File: src/rtl/tbtk_pkg.sv
// ----------------------------------------------------------------------------
// tbtk_pkg: shared types and constants for the trackball key-tap block
// Command format between front and back, config bundle, codes and states.
// ----------------------------------------------------------------------------
package tbtk_pkg;

   localparam int VALUE_W = 16;
   localparam int MAG_W   = VALUE_W + 1;   // magnitude of most negative delta
   localparam int THR_W   = 16;
   localparam int LIMIT_W = 4;
   localparam int KEY_W   = 8;
   localparam int KIND_W  = 2;
   localparam int AXIS_W  = 2;
   localparam int CSR_IDX_W  = 3;
   localparam int CSR_DATA_W = 16;

   localparam int CMD_FIFO_DEPTH = 2;
   localparam int CMD_PTR_W      = $clog2(CMD_FIFO_DEPTH);
   localparam int CMD_CNT_W      = $clog2(CMD_FIFO_DEPTH + 1);

   typedef enum logic [KIND_W-1:0] {
      KIND_FWD     = 2'd0,
      KIND_PRESS   = 2'd1,
      KIND_RELEASE = 2'd2
   } kind_type;

   typedef enum logic [AXIS_W-1:0] {
      AXIS_X     = 2'd0,
      AXIS_Y     = 2'd1,
      AXIS_OTHER = 2'd2
   } axis_code_type;

   typedef enum logic [CSR_IDX_W-1:0] {
      CSR_STEP_THRESHOLD = 3'd0,
      CSR_DEAD_BAND      = 3'd1,
      CSR_TAPS_LIMIT     = 3'd2,
      CSR_RIGHT_KEY      = 3'd3,
      CSR_LEFT_KEY       = 3'd4
   } csr_index_type;

   typedef enum logic {
      CMD_FWD  = 1'b0,   // emit one forwarded event
      CMD_MOVE = 1'b1    // accumulate X motion, tap, then forward zero
   } cmd_op_type;

   typedef enum logic [1:0] {
      ST_IDLE    = 2'd0,
      ST_CHECK   = 2'd1,
      ST_RELEASE = 2'd2
   } back_state_type;

   typedef struct packed {
      logic [THR_W-1:0]   step_threshold;
      logic [THR_W-1:0]   dead_band;
      logic [LIMIT_W-1:0] taps_limit;
      logic [KEY_W-1:0]   right_key;
      logic [KEY_W-1:0]   left_key;
   } cfg_type;

   typedef struct packed {
      cmd_op_type                op;
      logic                      is_left;
      logic [MAG_W-1:0]          mag;
      logic                      fwd_relative;
      logic [AXIS_W-1:0]         fwd_axis;
      logic signed [VALUE_W-1:0] fwd_value;
   } cmd_type;

endpackage

File: src/rtl/tbtk_if.sv
// ----------------------------------------------------------------------------
// tbtk_if: request and response channel interfaces
// Valid/ready channels carrying motion requests and key-tap responses.
// ----------------------------------------------------------------------------
interface tbtk_req_if;
   logic              valid;
   logic              ready;
   logic              is_relative;
   logic [1:0]        axis;
   logic signed [15:0] move_value;

   modport source (output valid, output is_relative, output axis, output move_value,
                   input ready);
   modport sink   (input valid, input is_relative, input axis, input move_value,
                   output ready);
endinterface

interface tbtk_rsp_if;
   logic               valid;
   logic               ready;
   logic [1:0]         kind;
   logic [7:0]         key_code;
   logic               fwd_relative;
   logic [1:0]         fwd_axis;
   logic signed [15:0] fwd_value;
   logic               last;

   modport source (output valid, output kind, output key_code, output fwd_relative,
                   output fwd_axis, output fwd_value, output last, input ready);
   modport sink   (input valid, input kind, input key_code, input fwd_relative,
                   input fwd_axis, input fwd_value, input last, output ready);
endinterface

File: src/rtl/trackball_motion_to_key_taps.sv
// ----------------------------------------------------------------------------
// trackball_motion_to_key_taps: top level
// Turns relative X trackball motion into press/release key taps.
// ----------------------------------------------------------------------------
//  channel | dir | handshake        | payload
//  req_bus | in  | valid/ready      | is_relative, axis, move_value
//  rsp_bus | out | valid/ready      | kind, key_code, fwd_relative, fwd_axis,
//          |     |                  | fwd_value, last
//  csr_*   | in  | csr_we (no wait) | csr_index, csr_wdata
//
//  Sequence: a forwarded request gives one response; an X motion request is
//  first added to its direction total, then gives a press and a release per
//  tap (taps <= taps_limit) and a closing consumed X event. The press /
//  release sequencer in tbtk_back runs these steps and stalls on rsp_bus.ready.
//  Reset: synchronous, active high; clears the queue, the sequencer, both
//  direction totals and the config registers to their defaults.
//  Stalls: a two-entry command queue lets requests be taken while responses
//  wait in the output register; rsp_bus.ready low only holds the sequencer.
// ----------------------------------------------------------------------------
module trackball_motion_to_key_taps
   import tbtk_pkg::*;
#(
   parameter int ACCUM_WIDTH = 24
) (
   input  logic                  clock,
   input  logic                  reset,
   tbtk_req_if.sink              req_bus,
   tbtk_rsp_if.source            rsp_bus,
   input  logic                  csr_we,
   input  logic [CSR_IDX_W-1:0]  csr_index,
   input  logic [CSR_DATA_W-1:0] csr_wdata
);

   // config registers
   cfg_type cfg_ff, cfg_in;

   always_comb begin
      cfg_in = cfg_ff;
      if (csr_we) begin
         unique case (csr_index_type'(csr_index))
            CSR_STEP_THRESHOLD: cfg_in.step_threshold = csr_wdata[THR_W-1:0];
            CSR_DEAD_BAND:      cfg_in.dead_band      = csr_wdata[THR_W-1:0];
            CSR_TAPS_LIMIT:     cfg_in.taps_limit     = csr_wdata[LIMIT_W-1:0];
            CSR_RIGHT_KEY:      cfg_in.right_key      = csr_wdata[KEY_W-1:0];
            CSR_LEFT_KEY:       cfg_in.left_key       = csr_wdata[KEY_W-1:0];
            default: ;  // unmapped index, write dropped
         endcase
      end
   end

   always_ff @(posedge clock) begin
      if (reset) begin
         cfg_ff.step_threshold <= THR_W'(10);
         cfg_ff.dead_band      <= '0;
         cfg_ff.taps_limit     <= LIMIT_W'(3);
         cfg_ff.right_key      <= KEY_W'(43);
         cfg_ff.left_key       <= KEY_W'(225);
      end else begin
         cfg_ff <= cfg_in;
      end
   end

   // front: classify requests into commands
   logic    push;
   cmd_type push_cmd;
   logic    fifo_full;

   tbtk_front u_front (
      .cfg       (cfg_ff),
      .fifo_full (fifo_full),
      .push      (push),
      .cmd       (push_cmd),
      .req       (req_bus)
   );

   // queue between classifier and sequencer
   logic    pop;
   cmd_type pop_cmd;
   logic    cmd_valid;

   tbtk_cmd_fifo u_cmd_fifo (
      .clock     (clock),
      .reset     (reset),
      .push      (push),
      .push_cmd  (push_cmd),
      .full      (fifo_full),
      .pop       (pop),
      .pop_cmd   (pop_cmd),
      .not_empty (cmd_valid)
   );

   // back: totals, tap sequencing, response register
   tbtk_back #(
      .ACCUM_WIDTH (ACCUM_WIDTH)
   ) u_back (
      .clock     (clock),
      .reset     (reset),
      .cfg       (cfg_ff),
      .cmd_valid (cmd_valid),
      .cmd       (pop_cmd),
      .cmd_pop   (pop),
      .rsp       (rsp_bus)
   );

endmodule

File: src/rtl/tbtk_front.sv
// ----------------------------------------------------------------------------
// tbtk_front: request classifier
// Sorts each request into a plain forward or an X motion command.
// ----------------------------------------------------------------------------
module tbtk_front
   import tbtk_pkg::*;
(
   input  cfg_type       cfg,
   input  logic          fifo_full,
   output logic          push,
   output cmd_type       cmd,
   tbtk_req_if.sink      req
);

   logic [VALUE_W-1:0] raw;
   logic               negative;
   logic [MAG_W-1:0]   mag;
   logic               pass_through;
   logic               swallow;

   assign raw      = req.move_value;
   assign negative = raw[VALUE_W-1];
   assign mag      = negative ? (MAG_W'(1) << VALUE_W) - {1'b0, raw} : {1'b0, raw};

   // non-X/Y or non-relative events go out untouched
   assign pass_through = !req.is_relative || (req.axis != AXIS_X && req.axis != AXIS_Y);
   // Y events, and X inside the dead band, go out with value zero
   assign swallow = (req.axis == AXIS_Y) || (mag <= MAG_W'(cfg.dead_band));

   assign req.ready = !fifo_full;
   assign push      = req.valid && !fifo_full;

   always_comb begin
      cmd.is_left      = negative;
      cmd.mag          = mag;
      cmd.fwd_relative = req.is_relative;
      cmd.fwd_axis     = req.axis;
      cmd.fwd_value    = '0;
      if (pass_through) begin
         cmd.op        = CMD_FWD;
         cmd.fwd_value = req.move_value;
      end else if (swallow) begin
         cmd.op = CMD_FWD;
      end else begin
         cmd.op = CMD_MOVE;
      end
   end

endmodule

File: src/rtl/tbtk_cmd_fifo.sv
// ----------------------------------------------------------------------------
// tbtk_cmd_fifo: command queue
// Short queue that decouples the classifier from the tap sequencer.
// ----------------------------------------------------------------------------
module tbtk_cmd_fifo
   import tbtk_pkg::*;
(
   input  logic    clock,
   input  logic    reset,
   input  logic    push,
   input  cmd_type push_cmd,
   output logic    full,
   input  logic    pop,
   output cmd_type pop_cmd,
   output logic    not_empty
);

   cmd_type                entry_ff [CMD_FIFO_DEPTH];
   logic [CMD_PTR_W-1:0]   wr_ptr_ff, wr_ptr_in;
   logic [CMD_PTR_W-1:0]   rd_ptr_ff, rd_ptr_in;
   logic [CMD_CNT_W-1:0]   count_ff, count_in;

   assign full      = (count_ff == CMD_CNT_W'(CMD_FIFO_DEPTH));
   assign not_empty = (count_ff != '0);
   assign pop_cmd   = entry_ff[rd_ptr_ff];

   function automatic logic [CMD_PTR_W-1:0] ptr_next(input logic [CMD_PTR_W-1:0] p);
      if (p == CMD_PTR_W'(CMD_FIFO_DEPTH - 1)) return '0;
      return p + 1'b1;
   endfunction

   always_comb begin
      wr_ptr_in = push ? ptr_next(wr_ptr_ff) : wr_ptr_ff;
      rd_ptr_in = pop  ? ptr_next(rd_ptr_ff) : rd_ptr_ff;
      count_in  = count_ff + CMD_CNT_W'(push) - CMD_CNT_W'(pop);
   end

   always_ff @(posedge clock) begin
      if (reset) begin
         wr_ptr_ff <= '0;
         rd_ptr_ff <= '0;
         count_ff  <= '0;
      end else begin
         wr_ptr_ff <= wr_ptr_in;
         rd_ptr_ff <= rd_ptr_in;
         count_ff  <= count_in;
      end
   end

   always_ff @(posedge clock) begin
      if (push) entry_ff[wr_ptr_ff] <= push_cmd;
   end

   a_no_overflow: assert property (@(posedge clock) disable iff (reset)
      count_ff <= CMD_CNT_W'(CMD_FIFO_DEPTH))
      else $error("cmd fifo count overflow");

   a_push_only_with_room: assert property (@(posedge clock) disable iff (reset)
      push |-> !full)
      else $error("push into full cmd fifo");

   a_pop_only_when_filled: assert property (@(posedge clock) disable iff (reset)
      pop |-> not_empty)
      else $error("pop from empty cmd fifo");

endmodule

File: src/rtl/tbtk_back.sv
// ----------------------------------------------------------------------------
// tbtk_back: tap sequencer
// Holds the direction totals, emits press/release pairs and forwarded events.
// ----------------------------------------------------------------------------
module tbtk_back
   import tbtk_pkg::*;
#(
   parameter int ACCUM_WIDTH = 24
) (
   input  logic       clock,
   input  logic       reset,
   input  cfg_type    cfg,
   input  logic       cmd_valid,
   input  cmd_type    cmd,
   output logic       cmd_pop,
   tbtk_rsp_if.source rsp
);

   back_state_type          state_ff, state_in;
   logic [ACCUM_WIDTH-1:0]  right_ff, right_in;
   logic [ACCUM_WIDTH-1:0]  left_ff, left_in;
   logic                    is_left_ff, is_left_in;
   logic [LIMIT_W-1:0]      fires_ff, fires_in;
   logic                    out_valid_ff, out_valid_in;

   kind_type                kind_ff, kind_in;
   logic [KEY_W-1:0]        key_ff, key_in;
   logic                    rel_ff, rel_in;
   logic [AXIS_W-1:0]       axis_ff, axis_in;
   logic signed [VALUE_W-1:0] value_ff, value_in;
   logic                    last_ff, last_in;
   logic                    emit;

   logic                    out_free;
   logic [ACCUM_WIDTH-1:0]  cur_total;
   logic [ACCUM_WIDTH-1:0]  thr_ext;
   logic                    tap_due;
   logic [ACCUM_WIDTH-1:0]  base_total;
   logic [ACCUM_WIDTH:0]    sum;
   logic [ACCUM_WIDTH-1:0]  sat_total;
   logic [KEY_W-1:0]        dir_key;

   assign out_free  = !out_valid_ff || rsp.ready;
   assign cur_total = is_left_ff ? left_ff : right_ff;
   assign thr_ext   = ACCUM_WIDTH'(cfg.step_threshold);
   assign tap_due   = (cur_total >= thr_ext) && (fires_ff < cfg.taps_limit);
   assign dir_key   = is_left_ff ? cfg.left_key : cfg.right_key;

   assign base_total = cmd.is_left ? left_ff : right_ff;
   assign sum        = {1'b0, base_total} + (ACCUM_WIDTH+1)'(cmd.mag);
   assign sat_total  = sum[ACCUM_WIDTH] ? '1 : sum[ACCUM_WIDTH-1:0];

   // next state
   always_comb begin
      state_in = state_ff;
      unique case (state_ff)
         ST_IDLE: begin
            if (cmd_valid && cmd.op == CMD_MOVE) state_in = ST_CHECK;
         end
         ST_CHECK: begin
            if (out_free) state_in = tap_due ? ST_RELEASE : ST_IDLE;
         end
         ST_RELEASE: begin
            if (out_free) state_in = ST_CHECK;
         end
         default: state_in = ST_IDLE;
      endcase
   end

   // datapath control and result selection
   always_comb begin
      cmd_pop    = 1'b0;
      emit       = 1'b0;
      right_in   = right_ff;
      left_in    = left_ff;
      is_left_in = is_left_ff;
      fires_in   = fires_ff;
      kind_in    = KIND_FWD;
      key_in     = '0;
      rel_in     = 1'b0;
      axis_in    = '0;
      value_in   = '0;
      last_in    = 1'b0;
      unique case (state_ff)
         ST_IDLE: begin
            if (cmd_valid) begin
               if (cmd.op == CMD_FWD) begin
                  if (out_free) begin
                     cmd_pop  = 1'b1;
                     emit     = 1'b1;
                     rel_in   = cmd.fwd_relative;
                     axis_in  = cmd.fwd_axis;
                     value_in = cmd.fwd_value;
                     last_in  = 1'b1;
                  end
               end else begin
                  cmd_pop    = 1'b1;
                  is_left_in = cmd.is_left;
                  fires_in   = '0;
                  if (cmd.is_left) begin
                     left_in  = sat_total;
                     right_in = '0;
                  end else begin
                     right_in = sat_total;
                     left_in  = '0;
                  end
               end
            end
         end
         ST_CHECK: begin
            if (out_free) begin
               emit = 1'b1;
               if (tap_due) begin
                  kind_in = KIND_PRESS;
                  key_in  = dir_key;
               end else begin
                  // consumed X event closes the sequence
                  rel_in  = 1'b1;
                  axis_in = AXIS_X;
                  last_in = 1'b1;
               end
            end
         end
         ST_RELEASE: begin
            if (out_free) begin
               emit     = 1'b1;
               kind_in  = KIND_RELEASE;
               key_in   = dir_key;
               fires_in = fires_ff + 1'b1;
               if (is_left_ff) left_in  = left_ff - thr_ext;
               else            right_in = right_ff - thr_ext;
            end
         end
         default: ;
      endcase
      out_valid_in = emit ? 1'b1 : (out_valid_ff && !rsp.ready);
   end

   always_ff @(posedge clock) begin
      if (reset) begin
         state_ff     <= ST_IDLE;
         right_ff     <= '0;
         left_ff      <= '0;
         is_left_ff   <= 1'b0;
         fires_ff     <= '0;
         out_valid_ff <= 1'b0;
      end else begin
         state_ff     <= state_in;
         right_ff     <= right_in;
         left_ff      <= left_in;
         is_left_ff   <= is_left_in;
         fires_ff     <= fires_in;
         out_valid_ff <= out_valid_in;
      end
   end

   always_ff @(posedge clock) begin
      if (emit) begin
         kind_ff  <= kind_in;
         key_ff   <= key_in;
         rel_ff   <= rel_in;
         axis_ff  <= axis_in;
         value_ff <= value_in;
         last_ff  <= last_in;
      end
   end

   assign rsp.valid        = out_valid_ff;
   assign rsp.kind         = kind_ff;
   assign rsp.key_code     = key_ff;
   assign rsp.fwd_relative = rel_ff;
   assign rsp.fwd_axis     = axis_ff;
   assign rsp.fwd_value    = value_ff;
   assign rsp.last         = last_ff;

   a_one_total_live: assert property (@(posedge clock) disable iff (reset)
      right_ff == '0 || left_ff == '0)
      else $error("both direction totals nonzero");

   a_release_after_press: assert property (@(posedge clock) disable iff (reset)
      state_ff == ST_RELEASE |-> out_valid_ff && kind_ff == KIND_PRESS)
      else $error("release state without pending press");

   a_no_emit_over_held: assert property (@(posedge clock) disable iff (reset)
      emit |-> out_free)
      else $error("result overwrote an unaccepted response");

endmodule
File: src/flat_wrapper.sv
// flat-port wrapper written by rule: the top's interface ports become plain ports
module trackball_motion_to_key_taps_flat import tbtk_pkg::*;
#(
   parameter int ACCUM_WIDTH = 24
)
  (clock, reset, csr_we, csr_index, csr_wdata, req_bus_valid, req_bus_is_relative, req_bus_axis, req_bus_move_value, req_bus_ready, rsp_bus_valid, rsp_bus_kind, rsp_bus_key_code, rsp_bus_fwd_relative, rsp_bus_fwd_axis, rsp_bus_fwd_value, rsp_bus_last, rsp_bus_ready);
  tbtk_req_if req_bus_i ();
  tbtk_rsp_if rsp_bus_i ();
  input  logic clock;
  input  logic reset;
  input  logic csr_we;
  input  logic [CSR_IDX_W-1:0] csr_index;
  input  logic [CSR_DATA_W-1:0] csr_wdata;
  input wire logic [$bits(req_bus_i.valid)-1:0] req_bus_valid;
  input wire logic [$bits(req_bus_i.is_relative)-1:0] req_bus_is_relative;
  input wire logic [$bits(req_bus_i.axis)-1:0] req_bus_axis;
  input wire logic [$bits(req_bus_i.move_value)-1:0] req_bus_move_value;
  output wire logic [$bits(req_bus_i.ready)-1:0] req_bus_ready;
  output wire logic [$bits(rsp_bus_i.valid)-1:0] rsp_bus_valid;
  output wire logic [$bits(rsp_bus_i.kind)-1:0] rsp_bus_kind;
  output wire logic [$bits(rsp_bus_i.key_code)-1:0] rsp_bus_key_code;
  output wire logic [$bits(rsp_bus_i.fwd_relative)-1:0] rsp_bus_fwd_relative;
  output wire logic [$bits(rsp_bus_i.fwd_axis)-1:0] rsp_bus_fwd_axis;
  output wire logic [$bits(rsp_bus_i.fwd_value)-1:0] rsp_bus_fwd_value;
  output wire logic [$bits(rsp_bus_i.last)-1:0] rsp_bus_last;
  input wire logic [$bits(rsp_bus_i.ready)-1:0] rsp_bus_ready;
  assign req_bus_i.valid = req_bus_valid;
  assign req_bus_i.is_relative = req_bus_is_relative;
  assign req_bus_i.axis = req_bus_axis;
  assign req_bus_i.move_value = req_bus_move_value;
  assign req_bus_ready = req_bus_i.ready;
  assign rsp_bus_valid = rsp_bus_i.valid;
  assign rsp_bus_kind = rsp_bus_i.kind;
  assign rsp_bus_key_code = rsp_bus_i.key_code;
  assign rsp_bus_fwd_relative = rsp_bus_i.fwd_relative;
  assign rsp_bus_fwd_axis = rsp_bus_i.fwd_axis;
  assign rsp_bus_fwd_value = rsp_bus_i.fwd_value;
  assign rsp_bus_last = rsp_bus_i.last;
  assign rsp_bus_i.ready = rsp_bus_ready;
  trackball_motion_to_key_taps #(.ACCUM_WIDTH(ACCUM_WIDTH)) u_core (.clock(clock), .reset(reset), .req_bus(req_bus_i), .rsp_bus(rsp_bus_i), .csr_we(csr_we), .csr_index(csr_index), .csr_wdata(csr_wdata));
endmodule
File: config.mk
export PLATFORM = sky130hd
export DESIGN_NAME = trackball_motion_to_key_taps_flat
export DESIGN_NICKNAME = d
export VERILOG_FILES = /design/src/rtl/tbtk_pkg.sv /design/src/rtl/tbtk_if.sv /design/src/rtl/trackball_motion_to_key_taps.sv /design/src/rtl/tbtk_front.sv /design/src/rtl/tbtk_cmd_fifo.sv /design/src/rtl/tbtk_back.sv /design/src/flat_wrapper.sv
export SDC_FILE = /design/constraint.sdc
export NUM_CORES = 1
export LEC_CHECK = 0
export ABC_AREA = 1
export BUFFER_PORTS_ARGS = -buffer_cell sky130_fd_sc_hd__buf_2
export CORE_ASPECT_RATIO = 1.2
export CORE_MARGIN = 2
export CORE_UTILIZATION = 50
export CTS_BUF_LIST = sky130_fd_sc_hd__clkbuf_4 sky130_fd_sc_hd__clkbuf_8 sky130_fd_sc_hd__clkbuf_16
export DETAILED_ROUTE_END_ITERATION = 6
export GPL_TIMING_DRIVEN = 0
export HOLD_SLACK_MARGIN = 0.12
export PLACE_DENSITY_LB_ADDON = 0.12
export SLEW_MARGIN = 15
export SYNTH_ARGS = -nofsm -noshare
export SYNTH_HDL_FRONTEND = slang
export SYNTH_SLANG_ARGS = --single-unit
export TNS_END_PERCENT = 20
File: constraint.sdc
create_clock -name clock -period 4.1 [get_ports clock]
set_input_delay 0.205 -clock clock [delete_from_list [all_inputs] [get_ports clock]]
set_output_delay 0.205 -clock clock [all_outputs]
set_load 0.01 [all_outputs]
==> flow_summary_export.csv <==
group,metric,value,unit
setup_path,r2r-end,"u_core.u_back.right_ff[16]",
placement,place_inst,2324,
die,start_util,51.01,%
finish,diodes,0,
synth,yosysSeqAreaShare,39.29,%
hold_path,hold_path_class,"in2reg",
clock_network,clkLatencyLatePin,550,ps
power_and_ir_drop,power,14370,uW
finish,syn2layout_area_growth,15.61,%
detailed_routing,drc,1,
sta,tightestPinTransition,890.0,ps
clock_network,cts_tree,"yes",
synth,synthFlopType,"dfxtp_1",
global_route,grt_pass1_wl,73440,um
finish,fill_cells,2602,
sta,finalHoldViolCount,0,
placement,place_ws,-27.15,ps
detailed_routing,viasPerCell,5.656,
sta,max_slew_margin,40.66,%
clock_network,cts_buffers,25,
synth,synth_area_per_cell,7.268,um2
detailed_routing,dr.pass1.iters,7,
power_and_ir_drop,p_leak,0.007351,uW
detailed_routing,ant_nets,0,
setup_path,rr_worst_depth,19,
clock_network,cts.htree.levels,1,
synth,synth_top_area_share,22.97,%
synth,synth_edf_count,106,
placement,io_buffers,73,
status,violations,"design-rule violations",
global_route,grt_pass1_vias,13063,
global_route,grt_usage,33.07,%
clock_network,post-cts-setup-buffers,0,
die,dieArea,29070,um2
clock_network,max-clock-path-buffers,3,
detailed_routing,wire_per_inst,20.07,um
sta,post-route-period-util,94.62,%
flow_run,cap_violations,0,
finish,drive_gt1_share,7.942,%
finish,finalNetCount,2185,
clock_network,clkSlewWorstSetupHoldPaths,60,ps
global_route,grt_overflow,0,
clock_network,cts_num_sinks,219,
synth,yosysWarningCount,0,
status,outcome,"complete, but fails checks",
sta,max_freq,257.8,MHz
global_route,antenna_found_initial,0,
synth,ys_ff_latch,219,
die,coreArea,27170,um2
die,die_x,156.0,um
sta,finalWorstSetupSlack,220.6,ps
setup_path,required,4530,ps
detailed_routing,vias,13602,
synth,yosysMostFrequentCell,"nand2_1",
setup_path,cp.arrival,4310,ps
placement,gp_congestion,0.9687,
global_route,grt_max_degree,23,
synth,netlist_instances,1907,
finish,stdcell_count,2405,
placement,place_hpwl,37430,um
die,ioPinCount,75,
synth,synth.distinct_cells,44,
synth,ys_async_sr_fraction,0,%
detailed_routing,wl,48260,um
power_and_ir_drop,p_per_area,896.8,nW/um2
setup_path,startpoint_type,"register",
sta,finalSetupTns,0,ps
setup_path,path_class,"reg2reg",
sta,slew_viol_final,0,
synth,yosys-top-cells-area,"edfxtp_1 23%, dfxtp_1 16%, nand2_1 13%",
synth,yosysTopAreaCell,"edfxtp_1",
setup_path,worstSetupEndpointType,"register",
die,die_h,186.4,um
synth,synthesis.area,13860,um2
detailed_routing,dr.first_iter.drc_count,1073,
sta,rsz0062_at_grt,"no",
sta,post-route-min-period,3879,ps
die,rows,66,
power_and_ir_drop,peakVddDrop,0.4313,mV
clock_network,cts_root_buf,"clkbuf_16",
sta,fin_skew,32.58,ps
sta,fin_hold_ws,169.8,ps
setup_path,ff2ff_setup_slack,220,ps
setup_path,crit_path_end,"u_core.u_back.right_ff[16]",
setup_path,worst-path-max-fanout,18,
sta,finalSetupViolCount,0,
synth,synth_common_cells,"487 x nand2_1, 227 x inv_1, 180 x a21oi_1, 179 x o21ai_0, 164 x nor2_1",
==> worst min-delay path by stage <==
stage / depth (start not counted) / endpoint / slack (ps) / start
after floorplan: 0 / u_core.u_cmd_fifo.entry_ff[0][16] / 300 / req_bus_axis[0]
after global placement: 1 / u_core.u_cmd_fifo.entry_ff[0][16] / 420 / req_bus_axis[0]
after CTS: 6 / u_core.cfg_ff[20] / 130 / csr_index[2]
after detailed placement: 1 / u_core.u_cmd_fifo.entry_ff[0][16] / 420 / req_bus_axis[0]
after global routing: 3 / u_core.u_cmd_fifo.entry_ff[1][8] / 180 / req_bus_move_value[8]
final: 6 / u_core.cfg_ff[20] / 170 / csr_index[2]
==> cell families after synthesis <==
family,after synthesis,share of synthesized area (%)
buffers and inverters,289,8.197
other,1,0.02706
flip-flops,219,39.29
multiplexers,5,0.3611
AND/OR/NAND/NOR,846,25.37
XOR/XNOR,35,2.212
adder cells (fa/ha/maj),95,8.739
AO/OA/AOI/OAI,417,15.81
==> layout by cell type, fill, tap and decap left out, types with 4 or more instances in the layout <==
cell type / count
a21oi_1: 179
nand4_1: 22
dlygate4sd3_1: 37
a31oi_1: 31
nand2_1: 487
inv_1: 227
buf_2: 81
nand2_4: 4
clkbuf_4: 4
bufinv_16: 4
nand2_2: 8
o21a_1: 4
xor2_1: 33
buf_6: 5
clkinv_2: 4
dfxtp_1: 113
mux2i_1: 5
o21ai_0: 179
nand3_1: 131
clkbuf_16: 26
nor2_1: 162
edfxtp_1: 106
nor3_1: 19
ha_1: 92
buf_1: 7
o211ai_1: 7
clkbuf_1: 35
==> metal layers <==
| metal | global-route usage (%) | wire (um) |
|---|---|---|
| met1 | 40.17 | 19370 |
| met2 | 55.65 | 22850 |
| met3 | 4.877 | 2767 |
| met4 | 19.16 | 3275 |
| met5 | 0 | 0 |
==> metrics by stage <==
step | area [um2] | util [%]
after floorplan | 13860 | -
after global placement | 14650 | 53.94
after detailed placement | 14760 | 54.34
after CTS | 16020 | 58.98
after global routing | 16020 | 58.98
final | 16020 | 58.98
==> flip-flops by register name, indices dropped and copies added (netlist names), 4 cells and up, named ones only <==
signal / count
u_core.u_back.rsp.key_code: 8
u_core.u_back.rsp.fwd_value: 16
u_core.u_cmd_fifo.entry_ff: 76
u_core.cfg_ff: 52
u_core.u_back.left_ff: 24
u_core.u_back.right_ff: 24
u_core.u_back.fires_ff: 4
==> layout make-up <==
class / count / area, um2 / share of cell area, %
inverter: 230 / 863.3 / 5.388
buffer: 58 / 274.0 / 1.710
clock inverter: 14 / 187.7 / 1.171
sequential: 219 / 5445 / 33.98
tap: 340 / 425.4 / 2.655
multi-input combinational: 1400 / 7308 / 45.61
clock buffer: 31 / 700.7 / 4.373
timing repair buffer: 113 / 818.3 / 5.107
==> power breakdown <==
part	leakage [uW]	internal, uW	switching (uW)	total, uW
registers	0.00194	2970	348	3320
clock network	0.000444	1470	961	2430
logic	0.00497	2590	6030	8620
==> worst max-delay path, cell delays in order, from the launching register on <==
cell,delay (ps)
dfxtp_1,400
nand2_2,190
nand2_4,280
clkbuf_4,290
o21ai_0,140
ha_1,270
fa_1,440
nand3_1,100
nand3_1,170
nand3_1,120
nand3_1,140
nand2_1,160
nand2_2,90
nand3_2,120
buf_6,170
nand3b_1,320
nand2_1,170
nand3_1,80
nand2_1,60
inv_1,30
==> timing repair <==
item                                    in CTS  in global routing
endpoints found under the setup margin       6                 44
endpoints found under the hold margin      100                  0
resized for setup                            1                  6
hold buffers                                37                  0
pin swaps                                    0                  1
(Power assumes the default switching activity.)
